<file path="src/rtl/i2a_pkg.sv">
// Shared types, codes and helpers for the integer to ASCII digit converter.
package i2a_pkg;

    localparam int POINTER_BITS_DEF = 64;
    localparam int VALUE_W          = 64;
    localparam int MODE_W           = 2;
    localparam int CHAR_W           = 8;
    localparam int QUEUE_DEPTH      = 2;
    localparam int OCT_DIGITS       = 11;

    localparam logic [MODE_W-1:0] MODE_SDEC = 2'd0;
    localparam logic [MODE_W-1:0] MODE_UDEC = 2'd1;
    localparam logic [MODE_W-1:0] MODE_OCT  = 2'd2;
    localparam logic [MODE_W-1:0] MODE_HEX  = 2'd3;

    localparam logic [CHAR_W-1:0] ASCII_MINUS = 8'h2d;
    localparam logic [CHAR_W-1:0] ASCII_ZERO  = 8'h30;
    localparam logic [CHAR_W-1:0] ASCII_LC_A  = 8'h61;
    localparam logic [CHAR_W-1:0] ASCII_LC_X  = 8'h78;

    // Reciprocal of ten scaled by 2**35; exact quotient for every 32-bit value.
    localparam logic [31:0] RECIP10 = 32'hcccc_cccd;
    localparam int          RECIP10_SHIFT = 35;

    typedef enum logic [1:0] {
        BASE_DEC,
        BASE_OCT,
        BASE_HEX
    } base_t;

    typedef enum logic [1:0] {
        PFX_NONE,
        PFX_MINUS,
        PFX_HEX
    } pfx_t;

    typedef enum logic [1:0] {
        ST_IDLE,
        ST_EXTRACT,
        ST_PREFIX,
        ST_EMIT
    } state_t;

    typedef struct packed {
        logic [VALUE_W-1:0] mag;
        base_t              base;
        pfx_t               pfx;
    } item_t;

    function automatic logic [CHAR_W-1:0] digit_ascii(input logic [3:0] d);
        logic [CHAR_W-1:0] c;
        if (d < 4'd10)
        begin
            c = ASCII_ZERO + {4'b0, d};
        end
        else
        begin
            c = ASCII_LC_A + {4'b0, d} - 8'd10;
        end
        return c;
    endfunction

endpackage

</file>
<file path="src/rtl/i2a_front.sv">
// Front end: classifies an incoming value into magnitude, base and prefix.
module i2a_front #(
    parameter int POINTER_BITS = i2a_pkg::POINTER_BITS_DEF
) (
    input  logic [i2a_pkg::MODE_W-1:0]  mode,
    input  logic [i2a_pkg::VALUE_W-1:0] value,
    output i2a_pkg::item_t              item
);
    import i2a_pkg::*;

    localparam logic [VALUE_W-1:0] PTR_MASK = {VALUE_W{1'b1}} >> (VALUE_W - POINTER_BITS);

    logic [31:0] low;

    assign low = value[31:0];

    always_comb
    begin
        item.mag  = {32'd0, low};
        item.base = BASE_DEC;
        item.pfx  = PFX_NONE;
        case (mode)
            MODE_SDEC:
            begin
                // The most negative value negates to itself, read as unsigned.
                if (low[31])
                begin
                    item.mag = {32'd0, 32'd0 - low};
                    item.pfx = PFX_MINUS;
                end
            end
            MODE_UDEC:
            begin
                item.base = BASE_DEC;
            end
            MODE_OCT:
            begin
                item.base = BASE_OCT;
            end
            MODE_HEX:
            begin
                item.mag  = value & PTR_MASK;
                item.base = BASE_HEX;
                item.pfx  = PFX_HEX;
            end
            default:
            begin
                item.base = BASE_DEC;
            end
        endcase
    end

endmodule

</file>
<file path="config.mk">
export PLATFORM = sky130hd
export DESIGN_NAME = i2a_front
export DESIGN_NICKNAME = d
export VERILOG_FILES = /design/src/rtl/i2a_pkg.sv /design/src/rtl/i2a_front.sv
export SDC_FILE = /design/constraint.sdc
export NUM_CORES = 1
export LEC_CHECK = 0
export BUFFER_PORTS_ARGS = -buffer_cell sky130_fd_sc_hd__buf_2
export CAP_MARGIN = 40
export CORE_UTILIZATION = 42
export DETAILED_ROUTE_END_ITERATION = 8
export GPL_TIMING_DRIVEN = 0
export PLACE_DENSITY = 0.95
export SLEW_MARGIN = 40
export SYNTH_ARGS = -nofsm -noshare
export SYNTH_HDL_FRONTEND = slang
export SYNTH_SLANG_ARGS = --single-unit
</file>
<file path="constraint.sdc">
create_clock -name vclk -period 8.9
set_input_delay 1.78 -clock vclk [all_inputs]
set_output_delay 1.78 -clock vclk [all_outputs]
set_load 0.01 [all_outputs]
</file>
==> qor.json <==
{
  "synth_cells": {"value": 235},
  "clock_buffers": {"value": 0},
  "netlist.top_cell.by_area": {"value": "sky130_fd_sc_hd__and2_1"},
  "hold-path-endpoint": {"value": "item[62]"},
  "finalHoldViolCount": {"value": 0},
  "run_status": {"value": "completed"},
  "worst_hold_startpoint": {"value": "value[58]"},
  "die_area": {"value": 3510, "unit": "sq um"},
  "final_cell_mix": {"value": "133 x sky130_fd_sc_hd__buf_2, 32 x sky130_fd_sc_hd__and2_1, 26 x sky130_fd_sc_hd__nand2_1, 25 x sky130_fd_sc_hd__o21ai_0"},
  "vias_per_cell": {"value": 5.76},
  "count_of_sequential_standard_cells": {"value": 0},
  "stages_on_the_worst_setup_path": {"value": 11},
  "total_count_of_max_transition_violations_in_the_final_report": {"value": 0},
  "hold_path.class": {"value": "in2out"},
  "grt_setup_unrepaired": {"value": "no"},
  "fin_setup_tns": {"value": 0, "unit": "ns"},
  "drt-initial-drc-count": {"value": 169},
  "synth.cell_area": {"value": 1380, "unit": "sq um"},
  "core": {"value": 3080, "unit": "sq um"},
  "max_stage_delay": {"value": 0.55, "unit": "ns"},
  "cell_types_occupying_the_most_area_after_synthesis": {"value": "sky130_fd_sc_hd__and2_1 15%, sky130_fd_sc_hd__o21ai_0 9.1%, sky130_fd_sc_hd__nand2_1 7.1%, sky130_fd_sc_hd__o31ai_1 6.0%, sky130_fd_sc_hd__or4_1 4.9%"},
  "post_drt_wl_per_cell": {"value": 14.9, "unit": "um"},
  "synth_area_per_cell": {"value": 5.86, "unit": "sq um"},
  "ioPinCount": {"value": 134},
  "max_capacitance_violation_count": {"value": 0},
  "hold_path_depth": {"value": 3},
  "worstPathArrival": {"value": 4.31, "unit": "ns"},
  "gp_routability_congestion": {"value": 0.920},
  "final_core_util": {"value": 68.1, "unit": "%"},
  "normalized_max_slew_margin": {"value": 59.9, "unit": "%"},
  "insertedDiodeCount": {"value": 0},
  "grt_antenna_before_repair": {"value": 0},
  "setup_viol": {"value": 0},
  "postCtsSetupBuffers": {"value": 0},
  "synthesis.yosys.warnings": {"value": 0},
  "track_usage": {"value": 34.1, "unit": "%"},
  "cts_resized": {"value": 0},
  "cellPowerDensity": {"value": 51.2, "unit": "nW/um^2"},
  "die_h": {"value": 59.2, "unit": "um"},
  "port_buffers": {"value": 133},
  "ant_nets": {"value": 0},
  "fmax": {"value": 0.164, "unit": "GHz"},
  "route.detailed.drc": {"value": 0},
  "floorplan.die.width": {"value": 59.2, "unit": "um"},
  "wire_length_of_the_first_global_routing_pass": {"value": 9320, "unit": "um"},
  "synth_fp_nets": {"value": 306},
  "worstPathRequired": {"value": 7.12, "unit": "ns"},
  "finalCritPeriodShare": {"value": 68.4, "unit": "%"},
  "synthToLayoutAreaGrowth": {"value": 52.4, "unit": "%"},
  "fp-row-count": {"value": 20},
  "area_taken_by_flip_flops_and_latches": {"value": 0, "unit": "sq um"},
  "seq_area_frac_synth": {"value": 0, "unit": "%"},
  "layout_min_cycle_time": {"value": 6.09, "unit": "ns"},
  "crit_fanout": {"value": 7},
  "num_vias": {"value": 2374},
  "worst-slew-pin-transition": {"value": 0.599, "unit": "ns"},
  "routed_wl": {"value": 6160, "unit": "um"},
  "timing.critical_path.from_type": {"value": "input port"},
  "first_global_vias": {"value": 2045},
  "path_buf_inv": {"value": 5},
  "synth_top_cell_area_share": {"value": 14.5, "unit": "%"},
  "leakagePower": {"value": 1.08, "unit": "nW"},
  "setup.worst_path.end_class": {"value": "primary output"},
  "num-nets-final": {"value": 441},
  "initial_utilization": {"value": 44.7, "unit": "%"},
  "cts_hold_buf": {"value": 0},
  "grt_max_degree": {"value": 11},
  "drtPass1Iterations": {"value": 4},
  "critical_path_cell_list": {"value": "buf_2, inv_1, ha_1, or3b_1, clkbuf_1, or4_1, clkbuf_1, o31ai_1, o31ai_1, a31o_2, buf_2"},
  "worstSetupPathType": {"value": "in2out"},
  "path_delay_family": {"value": "simple AND/OR/NAND/NOR gates"},
  "layout-drive-gt1-share": {"value": 39.1, "unit": "%"},
  "place.detailed.hpwl": {"value": 4890, "unit": "um"},
  "fillers": {"value": 298},
  "peakVddDrop": {"value": 0.0255, "unit": "mV"},
  "yosysUniqueCellTypes": {"value": 40},
  "global_route.overflow_total": {"value": 0},
  "worst_path_max_delay_cell": {"value": "sky130_fd_sc_hd__or4_1"},
  "layout.cells.most_common": {"value": "sky130_fd_sc_hd__buf_2"}
}
final cells by class:
cell class	instances	area (sq um)	area share, %
Buffer	18	78.8	3.76
Inverter	9	33.8	1.61
Multi-Input combinational cell	208	1260	60.3
Tap cell	44	55.1	2.63
Timing Repair Buffer	133	666	31.7
worst max path at each step:
stage	slack (ns)	to	start
2_1_floorplan	3.34	item[32]	value[1]
3_3_place_gp	2.93	item[34]	value[1]
3_5_place_dp	2.87	item[34]	value[1]
4_1_cts	2.86	item[34]	value[1]
5_1_grt	2.64	item[34]	value[1]
6_report	2.81	item[34]	value[1]
kinds of logic (layout without fill, tap and decap cells):
logic type      after synthesis  count (layout)  share of synthesized area (%)
compound gates               72              72                           33.9
fa+ha+maj                     5               5                           4.55
buf+inv                      27             160                           8.18
mux                           4               4                           2.91
simple gates                127             127                           50.5
power by group:
part           switching [mW]  internal, mW  leakage, nW
combinational          0.0624        0.0449         1.08
clock                       0             0            0
sequential                  0             0            0
total                  0.0624        0.0449         1.08
metrics by stage:
stage | power [mW] | worst slack (ns) | instances | cell area (sq um) | hold WS, ns
floorplan | 0.0549 | 3.34 | 235 | 1380 | 3.65
global placement | 0.102 | 2.93 | 412 | 2100 | 3.85
detailed placement | 0.105 | 2.87 | 412 | 2100 | 3.85
CTS | 0.106 | 2.86 | 412 | 2100 | 3.85
global route | 0.117 | 2.64 | 412 | 2100 | 3.87
finish | 0.107 | 2.81 | 412 | 2100 | 3.85
routing by layer:
layer	vias to the layer above	part of all wire [%]	GRT usage, %
met3	15	11	3.71
met2	187	50	64.0
met5	-	0	0
li1	1129	-	-
met4	0	1.8	9.18
met1	1043	37	40.4
Yosys cell counts (2+ instances only):
cell	instances
sky130_fd_sc_hd__or2_2	2
sky130_fd_sc_hd__mux2i_1	4
sky130_fd_sc_hd__or4_4	2
sky130_fd_sc_hd__a21oi_1	10
sky130_fd_sc_hd__a22oi_1	2
sky130_fd_sc_hd__or4_1	9
sky130_fd_sc_hd__clkbuf_1	16
sky130_fd_sc_hd__nand2b_1	2
sky130_fd_sc_hd__nand2_1	26
sky130_fd_sc_hd__nor3_1	8
sky130_fd_sc_hd__a31oi_1	2
sky130_fd_sc_hd__o22ai_1	2
sky130_fd_sc_hd__o211ai_1	6
sky130_fd_sc_hd__nor2_1	16
sky130_fd_sc_hd__ha_1	5
sky130_fd_sc_hd__a22o_1	2
sky130_fd_sc_hd__nand3_1	12
sky130_fd_sc_hd__or3_1	9
sky130_fd_sc_hd__o31ai_1	11
sky130_fd_sc_hd__and2_1	32
sky130_fd_sc_hd__o21ai_0	25
sky130_fd_sc_hd__nor4_1	2
sky130_fd_sc_hd__inv_1	9
sky130_fd_sc_hd__o41ai_1	5
(Power assumes the default switching activity.)
