## src/rtl/i2a_pkg.sv

```systemverilog
// Shared types, codes and helpers for the integer to ASCII digit converter.
package i2a_pkg;

    localparam int POINTER_BITS_DEF = 64;
    localparam int VALUE_W          = 64;
    localparam int MODE_W           = 2;
    localparam int CHAR_W           = 8;
    localparam int QUEUE_DEPTH      = 2;
    localparam int OCT_DIGITS       = 11;

    localparam logic [MODE_W-1:0] MODE_SDEC = 2'd0;
    localparam logic [MODE_W-1:0] MODE_UDEC = 2'd1;
    localparam logic [MODE_W-1:0] MODE_OCT  = 2'd2;
    localparam logic [MODE_W-1:0] MODE_HEX  = 2'd3;

    localparam logic [CHAR_W-1:0] ASCII_MINUS = 8'h2d;
    localparam logic [CHAR_W-1:0] ASCII_ZERO  = 8'h30;
    localparam logic [CHAR_W-1:0] ASCII_LC_A  = 8'h61;
    localparam logic [CHAR_W-1:0] ASCII_LC_X  = 8'h78;

    // Reciprocal of ten scaled by 2**35; exact quotient for every 32-bit value.
    localparam logic [31:0] RECIP10 = 32'hcccc_cccd;
    localparam int          RECIP10_SHIFT = 35;

    typedef enum logic [1:0] {
        BASE_DEC,
        BASE_OCT,
        BASE_HEX
    } base_t;

    typedef enum logic [1:0] {
        PFX_NONE,
        PFX_MINUS,
        PFX_HEX
    } pfx_t;

    typedef enum logic [1:0] {
        ST_IDLE,
        ST_EXTRACT,
        ST_PREFIX,
        ST_EMIT
    } state_t;

    typedef struct packed {
        logic [VALUE_W-1:0] mag;
        base_t              base;
        pfx_t               pfx;
    } item_t;

    function automatic logic [CHAR_W-1:0] digit_ascii(input logic [3:0] d);
        logic [CHAR_W-1:0] c;
        if (d < 4'd10)
        begin
            c = ASCII_ZERO + {4'b0, d};
        end
        else
        begin
            c = ASCII_LC_A + {4'b0, d} - 8'd10;
        end
        return c;
    endfunction

endpackage

```

## src/rtl/i2a_fifo.sv

```systemverilog
// Short queue of classified items between the front end and the digit engine.
module i2a_fifo (
    input  logic           clk,
    input  logic           rst_n,
    input  logic           push,
    input  i2a_pkg::item_t push_item,
    output logic           full,
    input  logic           pop,
    output logic           not_empty,
    output i2a_pkg::item_t pop_item
);
    import i2a_pkg::*;

    localparam int PW = (QUEUE_DEPTH > 1) ? $clog2(QUEUE_DEPTH) : 1;
    localparam int CW = $clog2(QUEUE_DEPTH + 1);

    item_t          mem_reg [QUEUE_DEPTH];
    logic [PW-1:0]  wr_ptr_reg, wr_ptr_next;
    logic [PW-1:0]  rd_ptr_reg, rd_ptr_next;
    logic [CW-1:0]  count_reg, count_next;
    logic           do_push, do_pop;

    assign full      = (count_reg == CW'(QUEUE_DEPTH));
    assign not_empty = (count_reg != '0);
    assign do_push   = push && !full;
    assign do_pop    = pop && not_empty;
    assign pop_item  = mem_reg[rd_ptr_reg];

    always_comb
    begin
        wr_ptr_next = wr_ptr_reg;
        rd_ptr_next = rd_ptr_reg;
        count_next  = count_reg;
        if (do_push)
        begin
            wr_ptr_next = (wr_ptr_reg == PW'(QUEUE_DEPTH - 1)) ? '0 : wr_ptr_reg + 1'b1;
        end
        if (do_pop)
        begin
            rd_ptr_next = (rd_ptr_reg == PW'(QUEUE_DEPTH - 1)) ? '0 : rd_ptr_reg + 1'b1;
        end
        if (do_push && !do_pop)
        begin
            count_next = count_reg + 1'b1;
        end
        else if (do_pop && !do_push)
        begin
            count_next = count_reg - 1'b1;
        end
    end

    always_ff @(posedge clk or negedge rst_n)
    begin
        if (!rst_n)
        begin
            wr_ptr_reg <= '0;
            rd_ptr_reg <= '0;
            count_reg  <= '0;
        end
        else
        begin
            wr_ptr_reg <= wr_ptr_next;
            rd_ptr_reg <= rd_ptr_next;
            count_reg  <= count_next;
        end
    end

    always_ff @(posedge clk)
    begin
        if (do_push)
        begin
            mem_reg[wr_ptr_reg] <= push_item;
        end
    end

    property p_count_bound;
        @(posedge clk) disable iff (!rst_n) count_reg <= CW'(QUEUE_DEPTH);
    endproperty
    a_count_bound: assert property (p_count_bound)
        else $error("queue count exceeds depth");

endmodule

```

## config.mk

```make
export PLATFORM = sky130hd
export DESIGN_NAME = i2a_fifo
export DESIGN_NICKNAME = d
export VERILOG_FILES = /design/src/rtl/i2a_pkg.sv /design/src/rtl/i2a_fifo.sv
export SDC_FILE = /design/constraint.sdc
export NUM_CORES = 1
export LEC_CHECK = 0
export BUFFER_PORTS_ARGS = -buffer_cell sky130_fd_sc_hd__buf_4
export CAP_MARGIN = 20
export CORE_MARGIN = 5
export CORE_UTILIZATION = 49
export CTS_BUF_LIST = sky130_fd_sc_hd__clkbuf_8
export CTS_CLUSTER_DIAMETER = 200
export DETAILED_ROUTE_END_ITERATION = 12
export PLACE_DENSITY_LB_ADDON = 0.05
export SLEW_MARGIN = 0
export SYNTH_ARGS = -nofsm -noshare
export SYNTH_HDL_FRONTEND = slang
export SYNTH_SLANG_ARGS = --single-unit
```

## constraint.sdc

```tcl
create_clock -name clk -period 3.9 [get_ports clk]
set_input_delay 0.585 -clock clk [delete_from_list [all_inputs] [get_ports clk]]
set_output_delay 0.585 -clock clk [all_outputs]
set_load 0.005 [all_outputs]
```

==> results of run 1 <==
## power groups by stage
stage | registers [uW] | clock network (uW) | logic, uW
2_1_floorplan | 2160 | 0 | 841
3_3_place_gp | 2310 | 0 | 1400
3_5_place_dp | 2330 | 0 | 1400
4_1_cts | 2290 | 1140 | 1410
5_1_grt | 2320 | 1220 | 1490
6_report | 2280 | 1100 | 1370
## logic make-up after synthesis
group	count (synthesis)	share of synthesized area
fa+ha+maj	1	0.00243
xor+xnor	5	0.00851
mux	68	0.156
simple gates	7	0.00657
flops	140	0.813
buf+inv	10	0.0136
## cells in the mapped netlist
| master | count | area (um^2) |
|---|---|---|
| ha_1 | 1 | 12.5 |
| nor2_1 | 2 | 7.51 |
| nand2b_1 | 1 | 6.26 |
| or2_2 | 1 | 6.26 |
| and3_1 | 1 | 6.26 |
| edfxtp_1 | 136 | 4080 |
| xor2_1 | 2 | 17.5 |
| buf_8 | 1 | 15.0 |
| buf_6 | 2 | 22.5 |
| dfrtp_1 | 4 | 100 |
| nand2_1 | 2 | 7.51 |
| buf_2 | 5 | 25.0 |
| mux2_2 | 58 | 653 |
| inv_1 | 2 | 7.51 |
| xnor2_1 | 3 | 26.3 |
| mux2_4 | 10 | 150 |
## stage by stage
stage,instance area [um^2],instances,power [uW],hold slack (ps),util
CTS,6760,535,4840,313,0.658
global placement,6370,502,3710,384,0.619
finish,6760,535,4750,348,0.658
floorplan,5150,231,3000,289,-
global route,6760,535,5030,302,0.658
detailed placement,6370,502,3730,388,0.619
## path summary, 6_finish.rpt
check                      cells past startpoint                        to                     start
max reg2reg                                    4   mem_reg[0][0]$_DFFE_PP_  count_reg[0]$_DFFE_PN0P_
min in group asynchronous                      2    wr_ptr_reg$_DFFE_PN0N_                     rst_n
max                                            2              pop_item[11]    rd_ptr_reg$_DFFE_PN0P_
max in group asynchronous                      2    rd_ptr_reg$_DFFE_PN0P_                     rst_n
min reg2reg                                    1  count_reg[1]$_DFFE_PN0P_  count_reg[1]$_DFFE_PN0P_
min                                            1  mem_reg[0][62]$_DFFE_PP_             push_item[62]
## routing by layer
metal | track usage | vias to the layer above
met5 | 0 | -
met4 | 0.0577 | 0
met3 | 0.0615 | 7
met2 | 0.242 | 96
met1 | 0.172 | 1250
li1 | - | 1221
## critical path, cell delays in order (launching register included)
cell	delay, ps
dfrtp_4	1100
mux2_2	440
buf_4	140
## cell type report
cell class,count,area [um^2]
clock inverters,15,150
inverters,2,7.51
fillers,758,3520
flip-flops and latches,140,4190
well taps,136,170
multi-input cells,81,902
repair buffers,144,1110
clock buffers,17,234
## timing repair
action	in CTS	in global routing
endpoints found under the hold margin	4	0
gates resized for setup	0	0
hold buffers	1	0
==> results.yml, run 1 <==
sta:
  rsz0062_at_grt: "no"
  finalSetupTns_ps: 0
  fin_ws_ps: 1210
  fin_worst_skew_ps: 10.5
  tightestPinTransition_ps: 1000
  max_slew_margin: 0.331
  setup_viol: 0
  fin_crit_sh: 0.689
  hold_viol: 0
  period_minus_slack_ps: 2690
  maxSlewViolCount: 0
  timing.fmax_ghz: 0.372
placement:
  pre_cts_ws_ps: 1610
  hpwl_mm: 5.91
  gp_congestion: 0.685
  io_buffers: 141
detailed_routing:
  wl_mm: 9.04
  top_layer: "met4"
  drtPass1Iterations: 4
  wl_per_cell_um: 16.9
  drc_errors: 0
  avgViaCountPerCell: 4.81
  wl_met1_mm: 3.80
  route.met3.wl_um: 712
  ant_nets: 0
  dr_wl_met2_mm: 4.44
  vias: 2574
  first_iter_violations: 93
run_status:
  outcome: "finished clean"
final_layout:
  fin_nets: 459
  drive_gt1_frac: 0.612
  mostFrequentLayoutCells: "buf_4 (141), edfxtp_1 (136), mux2_2 (58)"
  diodes: 0
  largest_reg_flops: 136
  area_growth_pct: 31.3
  final_common_cell: "buf_4"
setup_path:
  critPathKind: "reg2out"
  startpoint_type: "flop"
  endpoint_kind: "output port"
  required_ps: 3310
  r2r_slack_ps: 1840
  path_max_fanout: 69
  cp.arrival_ps: 2100
clocking:
  clockBufferDepth: 2
  root_buffer: "clkbuf_8"
  insertion_delay_ps: 420
  post_cts_buffers: 0
  cts.sinks: 140
  htreeDepth: 4
  cts_buffers: 17
  clkSlewWorstSetupHoldPaths_ps: 80
  cts_tree: "yes"
global_route:
  grt_pass1_vias: 2823
  grtUsageTotal: 0.147
  gr-total-overflow: 0
  grt_max_degree: 70
  grt_pass1_wl_mm: 14.1
  antenna_found_initial: 0
yosys:
  synth_warnings: 0
  syn_inst: 231
  syn_nets: 304
  synth_cell_types: 16
  synth_area_um2: 5150
  avgSynthCellArea_um2: 22.3
  seq_area_frac_synth: 0.813
  ys_ff_latch: 140
pwr:
  switchingPower_uw: 1280
  powerDensity_nw_per_um2: 703
  p_comb_frac: 0.288
  seq_power_share: 0.480
  p_sw_frac: 0.269
  vdd_drop_max_v: 0.000468
  p_leak_uw: 0.00257
  pwr-share-clk: 0.232
  intPower_uw: 3480
floorplanning:
  initial_core_util: 0.501
  die_y_um: 112
  rows: 37
  die-area_um2: 12700
  design.core.area_um2: 10300
  top_level_ports: 142
  die_w_um: 112
min_path:
  timing.hold.worst.class: "in2reg"
flow_run:
  max_cap_viol_count: 0
Power figures use the tool's default switching activity.
==> run 2: changes to the inputs <==
--- a/config.mk
+++ b/config.mk
@@ -5,10 +5,11 @@
 export SDC_FILE = /design/constraint.sdc
 export NUM_CORES = 1
 export LEC_CHECK = 0
+export ABC_AREA = 1
 export BUFFER_PORTS_ARGS = -buffer_cell sky130_fd_sc_hd__buf_4
 export CAP_MARGIN = 20
 export CORE_MARGIN = 5
-export CORE_UTILIZATION = 49
+export CORE_UTILIZATION = 54
 export CTS_BUF_LIST = sky130_fd_sc_hd__clkbuf_8
 export CTS_CLUSTER_DIAMETER = 200
 export DETAILED_ROUTE_END_ITERATION = 12
==> constraint.sdc (replaced) <==
create_clock -name clk -period 2.6 [get_ports clk]
set_input_delay 0.39 -clock clk [delete_from_list [all_inputs] [get_ports clk]]
set_output_delay 0.39 -clock clk [all_outputs]
set_load 0.005 [all_outputs]
==> run 2 against run 1 <==
Clock skew increased by 1.1 ps. First-iteration DRC count increased by 47%. Via count increased by 24%. Critical endpoint is now pop_item[66]. Setup slack got worse by 770 ps. Synthesized cell count increased by 68%.
==> results.yml, run 2 <==
run_status:
  outcome: "finished clean"
setup_path:
  startpoint_type: "flop"
  cp_num_buf_inv: 2
  required_ps: 2210
  slowest_delay_ps: 600
  critPathKind: "reg2out"
  cp.arrival_ps: 1770
  endpoint_kind: "output port"
  crit_chain: "buf_4 -> nand2_1 -> nand2_1 -> buf_4"
  cpMaxStageDelayCell: "buf_4"
  crit_family: "buffers and inverters"
  path_max_fanout: 69
global_route:
  gr-total-overflow: 0
  grt_max_degree: 70
  grtUsageTotal: 0.180
  antenna_found_initial: 0
  grt_pass1_vias: 3229
  grt_pass1_wl_mm: 15.9
detailed_routing:
  wl_mm: 10.0
  wl_per_cell_um: 14.7
  ant_nets: 0
  avgViaCountPerCell: 4.72
  drtPass1Iterations: 6
  vias: 3204
  first_iter_violations: 137
  drc_errors: 0
yosys:
  synth_ff_type: "edfxtp_1"
  ys_ff_latch: 140
  synth_cell_types: 14
  ys_async_sr_fraction: 0.0286
  synth_area_um2: 5180
  synth_top_area_share: 0.789
  yosysTopAreaCell: "edfxtp_1"
  synth_enable_flop_cells: 136
  synth_most_common_cell: "nand2_1"
  avgSynthCellArea_um2: 13.4
  syn_inst: 387
  netlist_top_cells_area: "edfxtp_1 (79%), nand2_1 (16%), dfrtp_1 (1.9%)"
  seq_area_frac_synth: 0.808
  synth_warnings: 0
  syn_nets: 460
  ys_top_cells_by_count: "nand2_1 (215), edfxtp_1 (136), buf_2 (10)"
final_layout:
  fin_nets: 611
  largest_reg_flops: 136
  final_common_cell: "nand2_1"
  drive_gt1_frac: 0.325
  stdcell_count: 679
  area_growth_pct: 30.9
  diodes: 0
  mostFrequentLayoutCells: "nand2_1 (215), buf_4 (143), edfxtp_1 (136)"
clocking:
  cts.sinks: 140
  root_buffer: "clkbuf_8"
  cts_tree: "yes"
  post_cts_buffers: 0
  cts_buffers: 17
  htreeDepth: 4
  clockBufferDepth: 2
  clkSlewWorstSetupHoldPaths_ps: 80
  insertion_delay_ps: 410
sta:
  finalSetupTns_ps: 0
  fin_crit_sh: 0.831
  tightestPinTransition_ps: 735
  rsz0062_at_grt: "no"
  fin_worst_skew_ps: 11.6
  hold_viol: 0
  timing.fmax_ghz: 0.463
  maxSlewViolCount: 0
  max_slew_margin: 0.510
  period_minus_slack_ps: 2160
  setup_viol: 0
placement:
  hpwl_mm: 6.48
  gp_congestion: 0.765
  dp.cells: 647
  io_buffers: 141
floorplanning:
  die-area_um2: 11600
  initial_core_util: 0.558
  top_level_ports: 142
  die_y_um: 108
  die_w_um: 108
  design.core.area_um2: 9280
  rows: 35
pwr:
  powerDensity_nw_per_um2: 1080
  vdd_drop_max_v: 0.000498
  p_leak_uw: 0.00292
flow_run:
  max_cap_viol_count: 0
min_path:
  timing.hold.worst.class: "in2reg"
run 2: cell count changes after synthesis, moves of 2 or more:
cell / change
buf_2: +5
buf_4: +2
inv_1: +5
mux2_2: -58
mux2_4: -10
nand2_1: +213
nand3_1: +2
xnor2_1: -2
xor2_1: -2
run 2: worst reg2reg max path: stages, from the launching register on:
cell	delay (ps)
dfrtp_1	380
inv_1	110
nor2_1	80
nor2_1	150
nand2_1	100
inv_2	410
buf_12	270
run 2: final timing paths:
check	startpoint	endpoint	slack, ps	cells past startpoint
worst min register to register	count_reg[1]$_DFFE_PN0P_	count_reg[1]$_DFFE_PN0P_	480	2
worst min-delay path	push_item[47]	mem_reg[0][47]$_DFFE_PP_	150	1
max in group asynchronous	rst_n	rd_ptr_reg$_DFFE_PN0P_	2190	2
min in group asynchronous	rst_n	rd_ptr_reg$_DFFE_PN0P_	300	2
worst max-delay path	rd_ptr_reg$_DFFE_PN0P_	pop_item[66]	440	4
worst max register to register	count_reg[1]$_DFFE_PN0P_	mem_reg[0][28]$_DFFE_PP_	790	6
run 2: cells by family (layout without fill, tap and decap cells):
family	count (synthesis)	count (layout)	share of synthesized area
DFF	140	140	0.808
xor gates and xnor gates	1	1	0.00169
AOI/OAI and AO/OA	1	1	0.000966
buffers and inverters	23	186	0.0254
adders and majority gates	1	1	0.00242
and+or+nand+nor	221	221	0.161
run 2: metrics by stage:
step	total power [uW]	worst slack [ps]	hold WS [ps]	instance area, um^2	util
global placement	5710	824	192	6380	0.687
finish	7290	438	155	6770	0.730
CTS	7420	371	120	6770	0.730
detailed placement	5760	813	192	6380	0.687
global route	7810	240	117	6770	0.730
floorplan	4460	142	94.4	5180	-
run 2: area by class of cell:
cell class | count | area (um^2)
fillers | 671 | 2510
multi-input cells | 224 | 868
clock buffers | 17 | 234
clock inverters | 14 | 149
well taps | 129 | 161
repair buffers | 147 | 1140
flip-flops and latches | 140 | 4190
inverters | 8 | 32.5
run 2: layer usage:
metal / GRT usage / up-vias / part of all wire
met1: 0.221 / 1499 / 0.41
met4: 0.0514 / 0 / 0.0057
met2: 0.309 / 103 / 0.51
li1: - / 1596 / -
met5: 0 / - / 0
met3: 0.0582 / 6 / 0.073
run 2: timing repair:
| action | 4_1_cts | 5_1_grt |
|---|---|---|
| gates resized for setup | 0 | 0 |
| endpoints found under the hold margin | 4 | 0 |
| hold buffers | 1 | 0 |
run 2: where the power goes:
group	switching [uW]	total [uW]	internal (uW)	leakage [uW]
registers	122	3190	3070	0.00131
clock network	787	1640	851	0.000191
logic	1380	2460	1080	0.00141
total	2290	7290	5000	0.00292
==> run 3: changes to the inputs <==
--- a/config.mk
+++ b/config.mk
@@ -9,7 +9,7 @@
 export BUFFER_PORTS_ARGS = -buffer_cell sky130_fd_sc_hd__buf_4
 export CAP_MARGIN = 20
 export CORE_MARGIN = 5
-export CORE_UTILIZATION = 54
+export CORE_UTILIZATION = 49
 export CTS_BUF_LIST = sky130_fd_sc_hd__clkbuf_8
 export CTS_CLUSTER_DIAMETER = 200
 export DETAILED_ROUTE_END_ITERATION = 12
==> constraint.sdc (replaced) <==
create_clock -name clk -period 1.9 [get_ports clk]
set_input_delay 0.285 -clock clk [delete_from_list [all_inputs] [get_ports clk]]
set_output_delay 0.285 -clock clk [all_outputs]
set_load 0.005 [all_outputs]
==> run 3 against run 2 <==
Power up 43%. Combinational power increased by 46%. Sequential cell count is the same. Setup slack lost 300 ps. Final cell count is 7.4% higher. Die area is 9.2% higher. Clock power grew 50%. Critical path depth did not move. Highest routed layer unchanged.
==> results.yml, run 3 (synthesized netlist as in run 2, its figures left out) <==
run_status:
  outcome: "finished clean"
final_layout:
  drive_gt1_frac: 0.314
  diodes: 0
  largest_reg_flops: 136
  mostFrequentLayoutCells: "nand2_1 (215), buf_4 (141), edfxtp_1 (136)"
  final_common_cell: "nand2_1"
  utilization: 0.705
  area_growth_pct: 40.6
  fin_nets: 653
floorplanning:
  die-area_um2: 12700
  initial_core_util: 0.501
  design.core.area_um2: 10300
  top_level_ports: 142
  die_w_um: 113
  die_y_um: 113
  rows: 37
setup_path:
  critPathKind: "reg2out"
  endpoint_kind: "output port"
  path_max_fanout: 39
  startpoint_type: "flop"
  required_ps: 1620
  cp.arrival_ps: 1480
sta:
  timing.fmax_ghz: 0.567
  tightestPinTransition_ps: 457
  hold_viol: 0
  fin_ws_ps: 135
  fin_crit_sh: 0.929
  period_minus_slack_ps: 1760
  fin_worst_skew_ps: 6.24
  rsz0062_at_grt: "no"
  maxSlewViolCount: 0
  setup_viol: 0
  max_slew_margin: 0.692
pwr:
  powerDensity_nw_per_um2: 1430
  p_comb_frac: 0.344
  seq_power_share: 0.420
  switchingPower_uw: 3260
  vdd_drop_max_v: 0.000751
  p_leak_uw: 0.00312
  p_total_uw: 10400
  intPower_uw: 7150
  pwr-share-clk: 0.236
  p_sw_frac: 0.313
placement:
  hpwl_mm: 6.71
  io_buffers: 141
  pre_cts_ws_ps: 381
  gp_congestion: 0.733
global_route:
  grt_pass1_vias: 3475
  gr-total-overflow: 0
  grtUsageTotal: 0.176
  grt_max_degree: 42
  grt_pass1_wl_mm: 17.1
  antenna_found_initial: 0
detailed_routing:
  drtPass1Iterations: 4
  drc_errors: 0
  wl_mm: 10.8
  vias: 3413
  ant_nets: 0
  avgViaCountPerCell: 4.68
  first_iter_violations: 199
  wl_per_cell_um: 14.8
clocking:
  cts.sinks: 140
  cts_tree: "yes"
  htreeDepth: 4
  clkSlewWorstSetupHoldPaths_ps: 80
  post_cts_buffers: 0
  root_buffer: "clkbuf_8"
  cts_buffers: 17
  clockBufferDepth: 2
  insertion_delay_ps: 430
min_path:
  timing.hold.worst.class: "in2reg"
flow_run:
  max_cap_viol_count: 0
-- run 3: cell count changes in the layout (fill, tap and decap cells not counted), sizes merged --
cell,previous run,this run
dlygate4sd3,1,40
clkinv,7,6
clkinvlp,2,3
bufinv,2,3
buf,146,149
-- run 3: final timing paths --
path	from	to	slack, ps	depth (start not counted)
max	rd_ptr_reg$_DFFE_PN0P_	pop_item[2]	140	4
min	push_item[43]	mem_reg[1][43]$_DFFE_PP_	40	1
max reg2reg	count_reg[1]$_DFFE_PN0P_	mem_reg[0][37]$_DFFE_PP_	370	6
min reg2reg	count_reg[1]$_DFFE_PN0P_	count_reg[1]$_DFFE_PN0P_	500	2
max in group asynchronous	rst_n	rd_ptr_reg$_DFFE_PN0P_	1580	2
min in group asynchronous	rst_n	count_reg[1]$_DFFE_PN0P_	200	2
-- run 3: metal layers --
metal / vias up / GRT usage / share of wire
met5: - / 0 / 0
met4: 0 / 0.0617 / 0.011
met3: 9 / 0.0620 / 0.078
met2: 110 / 0.301 / 0.52
met1: 1613 / 0.206 / 0.39
li1: 1681 / - / -
-- run 3: worst max-delay path: stages (launching register included) --
cell and delay (ps):
dfrtp_2 420, buf_6 310, nand2_1 90, nand2_1 110
buf_4 110
-- run 3: power by group through the flow --
| stage | Combinational, uW | Sequential, uW | Clock (uW) |
|---|---|---|---|
| after floorplan | 1690 | 4420 | 0 |
| after CTS | 3660 | 4380 | 2530 |
| after detailed placement | 3570 | 4440 | 0 |
| final | 3580 | 4370 | 2460 |
| after global routing | 4000 | 4430 | 2680 |
| after global placement | 3530 | 4410 | 0 |
-- run 3: cell type report --
type	instances	area, um^2
clock buffers	17	234
multi-input cells	224	871
fillers	706	3050
inverters	8	36.3
flip-flops and latches	140	4190
well taps	136	170
clock inverters	15	189
repair buffers	189	1590
-- run 3: timing repair --
action | CTS | global route
endpoints found under the setup margin | 3 | 25
resized for setup | 1 | 2
hold endpoints to repair | 81 | 0
hold buffers | 40 | 0
-- run 3: stage by stage --
step	instance area [um^2]	instances	hold slack, ps	TNS [ps]
6_report	7280	729	43.3	0
3_5_place_dp	6440	657	90.8	0
5_1_grt	7280	729	1.60	0
2_1_floorplan	5190	387	-10.6	-22880
4_1_cts	7270	729	0.0238	0
3_3_place_gp	6440	657	87.1	0
